**config.mk**
```make
export PLATFORM = sky130hd
export DESIGN_NAME = sha1_hash_engine
export DESIGN_NICKNAME = d
export VERILOG_FILES = /design/src/hdl/sha1_pkg.sv /design/src/hdl/sha1_msg_sched.sv /design/src/hdl/sha1_hash_engine.sv
export SDC_FILE = /design/constraint.sdc
export NUM_CORES = 2
export LEC_CHECK = 0
export BUFFER_PORTS_ARGS = -buffer_cell sky130_fd_sc_hd__buf_2
export CAP_MARGIN = 10
export CORE_MARGIN = 8
export CORE_UTILIZATION = 45
export CTS_BUF_LIST = sky130_fd_sc_hd__clkbuf_8
export CTS_CLUSTER_DIAMETER = 40
export CTS_CLUSTER_SIZE = 14
export DETAILED_ROUTE_END_ITERATION = 8
export GPL_TIMING_DRIVEN = 0
export REMOVE_ABC_BUFFERS = 1
export SYNTH_ARGS = -nofsm -noshare
export SYNTH_HDL_FRONTEND = slang
export SYNTH_SLANG_ARGS = --single-unit
```
**constraint.sdc**
```tcl
create_clock -name clk -period 26.8 [get_ports clk]
set_input_delay 1.34 -clock clk [delete_from_list [all_inputs] [get_ports clk]]
set_output_delay 1.34 -clock clk [all_outputs]
set_load 0.05 [all_outputs]
```
**src/hdl/sha1_pkg.sv**
```systemverilog
package sha1_pkg;

	localparam int unsigned BLK_BITS  = 512;
	localparam int unsigned WORD_BITS = 32;
	localparam int unsigned NUM_HASH  = 5;
	localparam int unsigned NUM_ROUND = 80;

	localparam logic [7:0]  PAD_BYTE  = 8'h80;
	localparam logic [5:0]  LEN_POS   = 6'd56;
	localparam logic [5:0]  LAST_POS  = 6'd63;
	localparam logic [6:0]  LAST_RND  = 7'd79;

	localparam logic [31:0] K_ROUND0 = 32'h5A827999;
	localparam logic [31:0] K_ROUND1 = 32'h6ED9EBA1;
	localparam logic [31:0] K_ROUND2 = 32'h8F1BBCDC;
	localparam logic [31:0] K_ROUND3 = 32'hCA62C1D6;

	localparam logic [31:0] H_INIT [NUM_HASH] = '{
		32'h67452301, 32'hEFCDAB89, 32'h98BADCFE, 32'h10325476, 32'hC3D2E1F0
	};

	// sequencer states
	typedef enum logic [4:0] {
		ST_IDLE  = 5'b00001,
		ST_ROUND = 5'b00010,
		ST_FINAL = 5'b00100,
		ST_PAD   = 5'b01000,
		ST_OUT   = 5'b10000
	} state_t;

	// controls from the sequencer to the message schedule
	typedef struct packed {
		logic       byte_en;
		logic       word_en;
		logic [7:0] byte_in;
	} sched_ctrl_t;

	function automatic logic [31:0] rotl(input logic [31:0] v, input int unsigned n);
		rotl = (v << n) | (v >> (WORD_BITS - n));
	endfunction

	// round constant by round number
	function automatic logic [31:0] round_k(input logic [6:0] r);
		logic [31:0] k;
		if (r < 7'd20)      k = K_ROUND0;
		else if (r < 7'd40) k = K_ROUND1;
		else if (r < 7'd60) k = K_ROUND2;
		else                k = K_ROUND3;
		round_k = k;
	endfunction

	// round logic function by round number
	function automatic logic [31:0] round_f(input logic [6:0] r, input logic [31:0] b,
		input logic [31:0] c, input logic [31:0] d);
		logic [31:0] f;
		if (r < 7'd20)      f = (b & c) | (~b & d);
		else if (r < 7'd40) f = b ^ c ^ d;
		else if (r < 7'd60) f = (b & c) | (b & d) | (c & d);
		else                f = b ^ c ^ d;
		round_f = f;
	endfunction

endpackage

```
**src/hdl/sha1_msg_sched.sv**
```systemverilog
module sha1_msg_sched
	import sha1_pkg::*;
(
	input  logic        clk,
	input  sched_ctrl_t ctrl,
	output logic [31:0] w_head
);

	// 64-byte window: filled a byte at a time, then slid a word per round
	logic [BLK_BITS-1:0] blk_q;
	logic [31:0]         w_new;

	assign w_head = blk_q[511 -: 32];

	// next schedule word from the taps at distances 0, 2, 8 and 13
	assign w_new = rotl(blk_q[511 -: 32] ^ blk_q[447 -: 32] ^ blk_q[255 -: 32]
		^ blk_q[95 -: 32], 1);

	// window shift
	always_ff @(posedge clk) begin
		if (ctrl.byte_en) begin
			blk_q <= {blk_q[BLK_BITS-9:0], ctrl.byte_in};
		end else if (ctrl.word_en) begin
			blk_q <= {blk_q[BLK_BITS-33:0], w_new};
		end
	end

endmodule

```
**src/hdl/sha1_hash_engine.sv**
```systemverilog
// channel | handshake                   | payload                      | dir
// item    | item_valid, item_ready      | data_byte, has_byte, last    | in
// digest  | digest_valid, digest_ready  | digest_word0 .. digest_word4 | out
//
// every 64th message byte starts a compression (80 rounds on one round unit plus the hash
// update), during which no new item is taken
// the last item adds a pad sweep of one byte per cycle to the block end and a compression;
// when the length no longer fits, a second full-block sweep and compression follow
// item_ready is low while a block compresses, while padding and while a digest waits
// reset loads the initial hash words and clears the bit count; no clearing pass
module sha1_hash_engine
	import sha1_pkg::*;
(
	input  logic        clk,
	input  logic        arst_n,
	input  logic        item_valid,
	output logic        item_ready,
	input  logic [7:0]  data_byte,
	input  logic        has_byte,
	input  logic        last,
	output logic        digest_valid,
	input  logic        digest_ready,
	output logic [31:0] digest_word0,
	output logic [31:0] digest_word1,
	output logic [31:0] digest_word2,
	output logic [31:0] digest_word3,
	output logic [31:0] digest_word4
);

	state_t      state_q;
	logic [31:0] hash_q [NUM_HASH];
	logic [63:0] bit_count_q;
	logic [5:0]  fill_q;
	logic [6:0]  rnd_q;
	logic        in_pad_q;
	logic        mark_q;
	logic        len_ok_q;
	logic [31:0] a_q, b_q, c_q, d_q, e_q;

	sched_ctrl_t sched_ctrl;
	logic [31:0] w_head;
	logic [31:0] t_sum;
	logic [63:0] len_shifted;
	logic [7:0]  pad_byte;
	logic        item_acc;
	logic        digest_acc;

	assign item_ready   = (state_q == ST_IDLE);
	assign digest_valid = (state_q == ST_OUT);
	assign item_acc     = item_valid & item_ready;
	assign digest_acc   = digest_valid & digest_ready;

	assign digest_word0 = hash_q[0];
	assign digest_word1 = hash_q[1];
	assign digest_word2 = hash_q[2];
	assign digest_word3 = hash_q[3];
	assign digest_word4 = hash_q[4];

	// pad byte: marker first, then zeros, length bytes big-endian at the tail
	assign len_shifted = bit_count_q >> {~fill_q[2:0], 3'b000};
	always_comb begin
		if (!mark_q) begin
			pad_byte = PAD_BYTE;
		end else if (len_ok_q && (fill_q >= LEN_POS)) begin
			pad_byte = len_shifted[7:0];
		end else begin
			pad_byte = '0;
		end
	end

	// schedule controls
	always_comb begin
		sched_ctrl.byte_en = (item_acc && has_byte) || (state_q == ST_PAD);
		sched_ctrl.word_en = (state_q == ST_ROUND);
		sched_ctrl.byte_in = (state_q == ST_PAD) ? pad_byte : data_byte;
	end

	sha1_msg_sched u_sched (
		.clk    (clk),
		.ctrl   (sched_ctrl),
		.w_head (w_head)
	);

	// shared round adder
	assign t_sum = rotl(a_q, 5) + round_f(rnd_q, b_q, c_q, d_q) + e_q
		+ round_k(rnd_q) + w_head;

	// working variables: load at block start, one round per cycle
	always_ff @(posedge clk) begin
		if (state_q == ST_ROUND) begin
			a_q <= t_sum;
			b_q <= a_q;
			c_q <= rotl(b_q, 30);
			d_q <= c_q;
			e_q <= d_q;
		end else begin
			a_q <= hash_q[0];
			b_q <= hash_q[1];
			c_q <= hash_q[2];
			d_q <= hash_q[3];
			e_q <= hash_q[4];
		end
	end

	// sequencer
	always_ff @(posedge clk or negedge arst_n) begin
		if (!arst_n) begin
			state_q     <= ST_IDLE;
			hash_q      <= H_INIT;
			bit_count_q <= '0;
			fill_q      <= '0;
			rnd_q       <= '0;
			in_pad_q    <= 1'b0;
			mark_q      <= 1'b0;
			len_ok_q    <= 1'b0;
		end else begin
			unique case (state_q)
				ST_IDLE: begin
					if (item_acc) begin
						if (has_byte) begin
							bit_count_q <= bit_count_q + 64'd8;
							fill_q      <= fill_q + 6'd1;
						end
						if (has_byte && (fill_q == LAST_POS)) begin
							in_pad_q <= last;
							state_q  <= ST_ROUND;
						end else if (last) begin
							in_pad_q <= 1'b1;
							state_q  <= ST_PAD;
						end
					end
				end
				ST_PAD: begin
					mark_q <= 1'b1;
					if (!mark_q && (fill_q < LEN_POS)) begin
						len_ok_q <= 1'b1;
					end
					fill_q <= fill_q + 6'd1;
					if (fill_q == LAST_POS) begin
						state_q <= ST_ROUND;
					end
				end
				ST_ROUND: begin
					if (rnd_q == LAST_RND) begin
						rnd_q   <= '0;
						state_q <= ST_FINAL;
					end else begin
						rnd_q <= rnd_q + 7'd1;
					end
				end
				ST_FINAL: begin
					hash_q[0] <= hash_q[0] + a_q;
					hash_q[1] <= hash_q[1] + b_q;
					hash_q[2] <= hash_q[2] + c_q;
					hash_q[3] <= hash_q[3] + d_q;
					hash_q[4] <= hash_q[4] + e_q;
					if (!in_pad_q) begin
						state_q <= ST_IDLE;
					end else if (len_ok_q) begin
						state_q <= ST_OUT;
					end else begin
						len_ok_q <= 1'b1;
						state_q  <= ST_PAD;
					end
				end
				ST_OUT: begin
					if (digest_ready) begin
						hash_q      <= H_INIT;
						bit_count_q <= '0;
						fill_q      <= '0;
						in_pad_q    <= 1'b0;
						mark_q      <= 1'b0;
						len_ok_q    <= 1'b0;
						state_q     <= ST_IDLE;
					end
				end
				default: begin
					state_q <= ST_IDLE;
				end
			endcase
		end
	end

	// fill position tracks the byte count between items
	assert property (@(posedge clk) disable iff (!arst_n)
		(state_q == ST_IDLE) |-> (fill_q == bit_count_q[8:3]))
		else $error("fill position out of step with bit count");

	// the hash update follows exactly the last round
	assert property (@(posedge clk) disable iff (!arst_n)
		(state_q == ST_FINAL) |-> ($past(state_q) == ST_ROUND && $past(rnd_q) == LAST_RND))
		else $error("hash update without a full round sweep");

	// a taken digest restarts the message state
	assert property (@(posedge clk) disable iff (!arst_n)
		digest_acc |=> (bit_count_q == '0 && hash_q[0] == H_INIT[0] && !in_pad_q))
		else $error("message state not restarted after digest");

	// the round counter only moves while compressing
	assert property (@(posedge clk) disable iff (!arst_n)
		(state_q != ST_ROUND) |-> (rnd_q == '0))
		else $error("round counter left running");

endmodule
```
After elaboration in Yosys (flattened, before gate mapping) --
Index checks and enable logic that the tools add are counted.
Word-level totals: register bits 917, bits of input ports 14, output and inout port bits 162, logic and storage cells 133
Operators by class: add/subtract/negate cells 12, magnitude comparators 5, equality and inequality tests 15, shift-type cells 1, muxes and demuxes 45, bitwise gates (word level) 18, reductions and logical operators 19
Operators with widths (number):
- 512-bit 2-to-1 mux | 2
- 32-bit 2-to-1 mux | 10
- 160-bit one-hot mux with 2 select lines | 1
- 32-bit adder | 9
- 64-bit 2-to-1 mux | 3
- 160-bit 2-to-1 mux | 1
- 32-bit XOR | 5
- 32-bit AND | 4
- 64-bit one-hot mux with 2 select lines | 1
- 32-bit OR | 3
- 64-bit by 4-bit adder with 64-bit output (second input constant) | 1
- 64-bit by 6-bit right shift with 8-bit output | 1
- 5-bit 2-to-1 mux | 8
- 32-bit NOT | 1
- 32-bit by 1-bit OR with 32-bit output | 1
- 32-bit by 30-bit OR with 32-bit output | 1
- 32-bit by 5-bit OR with 32-bit output | 1
- 31-bit 2-to-1 mux | 1
- 5-bit one-hot mux with 5 select lines | 1
- 8-bit 2-to-1 mux | 3
- 6-bit 2-to-1 mux | 3
- 6-bit one-hot mux with 3 select lines | 1
- 4-bit AND reduction | 4
- 7-bit by 6-bit less-than comparator with 1-bit output (second input constant) | 2
- other kinds (28) | 47

Longest topological paths before layout --
depth in word-level cells 11, mapped depth 25, gate-level depth less buffers 24

Hierarchy --
A second synthesis with hierarchy kept.
Unflattened totals: cell total of the unflattened synthesis 4554, area, all modules 51767.1 um^2
Modules (own cells, without submodules):
- sha1_hash_engine | times used 1, cells an instance 3308, area each 28741.3 um^2, seq. area each 9360.2 um^2
- sha1_msg_sched | times used 1, cells an instance 1246, area each 23025.8 um^2, seq. area each 15374.7 um^2

Worst setup path after synthesis --
OpenSTA, ideal clock, no wires.
kind input to register, from input port item_valid, to register u_sched.blk_q[0] (enable), arrival 10.702 ns, required time 23.168 ns, path slack 12.466 ns, cell stages on the path 5, path buffers 2, cells stage by stage and3_1 -> nor2_1 -> clkbuf_1 -> clkbuf_1 -> nand2_1
On the way: longest elaborated chain between the ends 4
Ends and longest elaborated chain:
- from (decl) | line sha1_hash_engine.sv:16 | input logic item_valid,
- 1-bit AND | line sha1_hash_engine.sv:50 | assign item_acc = item_valid & item_ready;
- 1-bit logical AND | line sha1_hash_engine.sv:73 | sched_ctrl.byte_en = (item_acc && has_byte) || (state_q == ST_PAD);
- 1-bit logical OR | line sha1_hash_engine.sv:73
- 2-bit nonzero test (no source line)
- to (signal assigned) | line sha1_msg_sched.sv:22 | blk_q <= {blk_q[BLK_BITS-9:0], ctrl.byte_in};
- to (signal assigned) | line sha1_msg_sched.sv:24 | blk_q <= {blk_q[BLK_BITS-33:0], w_new};
- to (decl) | line sha1_msg_sched.sv:10 | logic [BLK_BITS-1:0] blk_q;
Every way passes these cells. A chain may end at the register's enable or synchronous reset.

Worst setup path after layout --
from register rnd_q[4], to register a_q[30]
On the way: longest elaborated chain between the ends 9, elaborated cells on any way between the ends 14, classes of those cells add/sub: 4; order compare: 3; mux: 7
Ends and longest elaborated chain:
- from (decl) | line sha1_hash_engine.sv:34 | logic [6:0] rnd_q;
- from (signal assigned) | line sha1_hash_engine.sv:148 | rnd_q <= rnd_q + 7'd1;
- 7-bit by 6-bit less-than comparator with 1-bit output | line sha1_pkg.sv:47, sha1_pkg.sv:58
- 32-bit 2-to-1 mux | line sha1_pkg.sv:58 | else if (r < 7'd60) f = (b & c) | (b & d) | (c & d);
- 32-bit 2-to-1 mux | line sha1_pkg.sv:57 | else if (r < 7'd40) f = b ^ c ^ d;
- 32-bit 2-to-1 mux | line sha1_pkg.sv:56 | if (r < 7'd20) f = (b & c) | (~b & d);
- 32-bit adder (2 in a row) | line sha1_hash_engine.sv:85 | assign t_sum = rotl(a_q, 5) + round_f(rnd_q, b_q, c_q, d_q) + e_q
- 32-bit adder (*) (2 in a row) | line sha1_hash_engine.sv:86 | + round_k(rnd_q) + w_head;
- 32-bit 2-to-1 mux (*) | line sha1_hash_engine.sv:90 | if (state_q == ST_ROUND) begin
- to (signal assigned) | line sha1_hash_engine.sv:91 | a_q <= t_sum;
- to (signal assigned) | line sha1_hash_engine.sv:97 | a_q <= hash_q[0];
- to (decl) | line sha1_hash_engine.sv:38 | logic [31:0] a_q, b_q, c_q, d_q, e_q;
Every way passes the cells marked *; elsewhere a longest branch is shown, timed or not.

==> out/results.ini <==
[global_route]
grt_max_degree = 93
via_count_of_the_first_global_routing_pass = 37500
initial_antenna_violation_count = 1
grt_use_total_pct = 21.8
globalRouteOverflowTotal = 0
grt_pass1_wl_um = 213000

[placement]
number_of_placed_instances_with_taps_included = 6973
dpl.hpwl_um = 99400
placement.cell_area_mm2 = 0.0539
gpl.final_weighted_congestion = 0.901
port_buffers = 175

[logic_synthesis]
count_of_synthesis_stage_warnings_from_yosys = 0
post-synth-top-area-fraction_pct = 30.4
synthDistinctLibCells = 96
synth_top_area_cell = sky130_fd_sc_hd__edfxtp_1
yosysSeqAreaShare_pct = 48.9
ys.flop_type = sky130_fd_sc_hd__edfxtp_1
synthArstFlopShare_pct = 26.5
syn-cell-area_mm2 = 0.0506
ys_seq_elements = 914
synth_cells = 5461
avgSynthCellArea_um2 = 9.26
biggest_area_contributors_in_the_synthesized_netlist = sky130_fd_sc_hd__edfxtp_1 30%, sky130_fd_sc_hd__nand2_1 14%, sky130_fd_sc_hd__dfrtp_1 8.0%
post_synth_edffs = 512

[timing]
actual_transition_at_the_worst_max_transition_pin_ns = 1.08
fin_crit_ns = 9.29
hold_viol_final = 0
slew_headroom_pct = 27.6
fin_tns_setup_ns = 0
maxSlewViolCount = 0
final.period_utilization_pct = 34.7
setup-violations-final = 0
timing.fmax_mhz = 108
unrepaired_setup_endpoints_after_global_routing = false
hold_ws_ns = 0.476
fin_worst_skew_ns = 0.0509

[pwr]
intPower_mw = 4.39
seq_power_share_pct = 36.0
p_sw_mw = 3.05
power.static_leakage_nw = 25.8
power.clock.fraction_pct = 19.1
p_sw_share_pct = 41.0
vdd_ir_drop_max_mv = 0.0755
power_frac_comb_pct = 45.0
pwr_dens_mw_per_mm2 = 130

[layout]
final_net_count = 5958
nFillCells = 10400
layout-drive-gt1-share_pct = 11.3
ff_latch_area_mm2 = 0.0247
final_area_mm2 = 0.0574
finalNonFillerCells = 7247
multi_input_comb_area_mm2 = 0.0241
layout.cells.most_common_list = 1939 x sky130_fd_sc_hd__nand2_1, 512 x sky130_fd_sc_hd__edfxtp_1, 275 x sky130_fd_sc_hd__inv_1, 253 x sky130_fd_sc_hd__o21ai_0, 243 x sky130_fd_sc_hd__nor2_1
area.growth.synth_to_final_pct = 13.4
layout_commonest_cell = sky130_fd_sc_hd__nand2_1

[clock_network]
numClockSinks = 914
cts_root_buf = sky130_fd_sc_hd__clkbuf_8
level_count_of_the_clock_h_tree = 4
numCtsBuffers = 147
hold_buffers = 0
cts.reportedPaths.clkPinSlew_ns = 0.06
clock_latency_ns = 0.84
postCtsResizedCells = 0
tritoncts = built
max-clock-path-buffers = 3
cts_setup_buffers = 0

[floorplan]
placementRows = 123
floorplan.io_pins = 176
core_mm2 = 0.112
chipWidth_um = 351
die_h_um = 351
initial_core_util_pct = 45.1
floorplan.die_area_mm2 = 0.123

[worst_setup_path]
worst-setup-path-type = reg -> reg
sort_of_element_at_the_end_of_the_critical_path = flip-flop
cell_with_the_biggest_individual_delay_on_the_critical_path = sky130_fd_sc_hd__clkinv_1
cp.required_ns = 27.49
cell_breakdown_of_the_critical_path = a41oi_1, nand2_1, nand2_1, clkinv_1, a221oi_1, fa_1, inv_1, fa_1, inv_1, fa_1, inv_1, ha_1, a21o_1, a21oi_1, o21bai_1, a21oi_1, a311oi_2, a311oi_1, o21ai_1, a311oi_1, or4_1, nand4_1
critical_path_buf_inv_count = 4
critPathMaxStageDelay_ns = 1.07
start_kind = flip-flop
worst_path_dominant_cell_family = compound AO/OA/AOI/OAI gates
worstPathMaxFanout = 18
worst-endpoint-arrival_ns = 9.98

[routing]
drt-vias-per-instance = 5.26
via_count = 38100
wl_um = 136000
first_iter_violations = 3032
post_detailed_route_drc_marker_count = 0
routed_wire_length_per_instance_um = 18.7
ant_nets = 0
length_of_the_first_detailed_routing_pass_in_iterations = 5

[flow_run]
max_cap_viol_count = 0

[hold_path]
min_path_type = in -> async

[run_status]
run_status = completed

-- state kept, by name, summed over array words and instances, names as in the netlist, 32 cells and up --
signal	cells
a_q	32
b_q	32
bit_count_q	61
c_q	32
d_q	32
digest_word0	32
digest_word1	32
digest_word2	32
digest_word3	32
digest_word4	32
e_q	32
u_sched.blk_q	512
-- layout make-up --
| type | instances | area share (%) |
|---|---|---|
| diodes | 1 | 0.00436 |
| well taps | 1500 | 3.27 |
| inverters | 262 | 1.72 |
| multi-input cells | 4056 | 41.9 |
| clock inverters | 114 | 2.22 |
| clock buffers | 159 | 3.81 |
| repair buffers | 241 | 3.93 |
| flip-flops and latches | 914 | 43.1 |
-- power groups by stage --
stage / Combinational [mW] / Clock, mW / Sequential (mW)
2_1_floorplan: 2.86 / 0 / 2.66
3_3_place_gp: 3.88 / 0 / 2.71
3_5_place_dp: 3.36 / 0 / 2.70
4_1_cts: 3.38 / 1.46 / 2.68
5_1_grt: 3.79 / 1.52 / 2.74
6_report: 3.35 / 1.42 / 2.68
-- routing by layer --
metal	global-route usage (%)	vias up	part of all wire (%)
li1	-	18700	-
met3	4.13	263	5.6
met2	35.0	835	46
met5	0	-	0
met4	9.29	0	4.2
met1	28.9	18300	44
-- logic make-up after synthesis --
logic type | share of synthesized area [%]
AND/OR/NAND/NOR | 20.3
flip-flops | 48.9
AO/OA/AOI/OAI | 10.2
buffers and inverters | 3.65
adder cells (fa/ha/maj) | 9.82
XOR/XNOR | 5.47
multiplexers | 1.64
-- metrics by stage --
stage                     total power, mW  setup WS (ns)  utilization [%]
final                                7.45          17.51             51.2
after global routing                 8.05          17.08             51.2
after CTS                            7.52          17.39             51.2
after detailed placement             6.06          17.44             48.1
after global placement               6.59         -71.15             46.8
after floorplan                      5.53         -26.49                -
-- Yosys cell counts (all sizes together) (29+ instances only) --
| library cell | n |
|---|---|
| inv | 259 |
| xnor2 | 187 |
| nor2 | 246 |
| o21ai | 286 |
| and3 | 29 |
| a21oi | 202 |
| nor3 | 55 |
| fa | 125 |
| nand4 | 29 |
| nand3 | 103 |
| edfxtp | 512 |
| ha | 197 |
| dfstp | 81 |
| xor2 | 129 |
| mux2i | 29 |
| dfrtp | 161 |
| dfxtp | 160 |
| nand2 | 1944 |
| a21o | 83 |
| clkbuf | 212 |
-- path summary, 6_finish.rpt --
path | slack, ns | start | cells past startpoint | end
worst max-delay path | 17.51 | rnd_q[4]$_DFFE_PN0P_ | 22 | a_q[30]$_DFF_P_
max in group asynchronous | 25.37 | arst_n | 2 | digest_word4[27]$_DFFE_PN0P_
worst max register to register | 17.51 | rnd_q[4]$_DFFE_PN0P_ | 22 | a_q[30]$_DFF_P_
worst min-delay path | 0.48 | arst_n | 1 | digest_word3[3]$_DFFE_PN0P_
min in group clk | 0.50 | digest_word0[31]$_DFFE_PN0P_ | 1 | digest_word0[31]$_DFFE_PN0P_
worst min register to register | 0.50 | digest_word0[31]$_DFFE_PN0P_ | 1 | digest_word0[31]$_DFFE_PN0P_
Note: power is estimated with default switching activity, not from simulation.
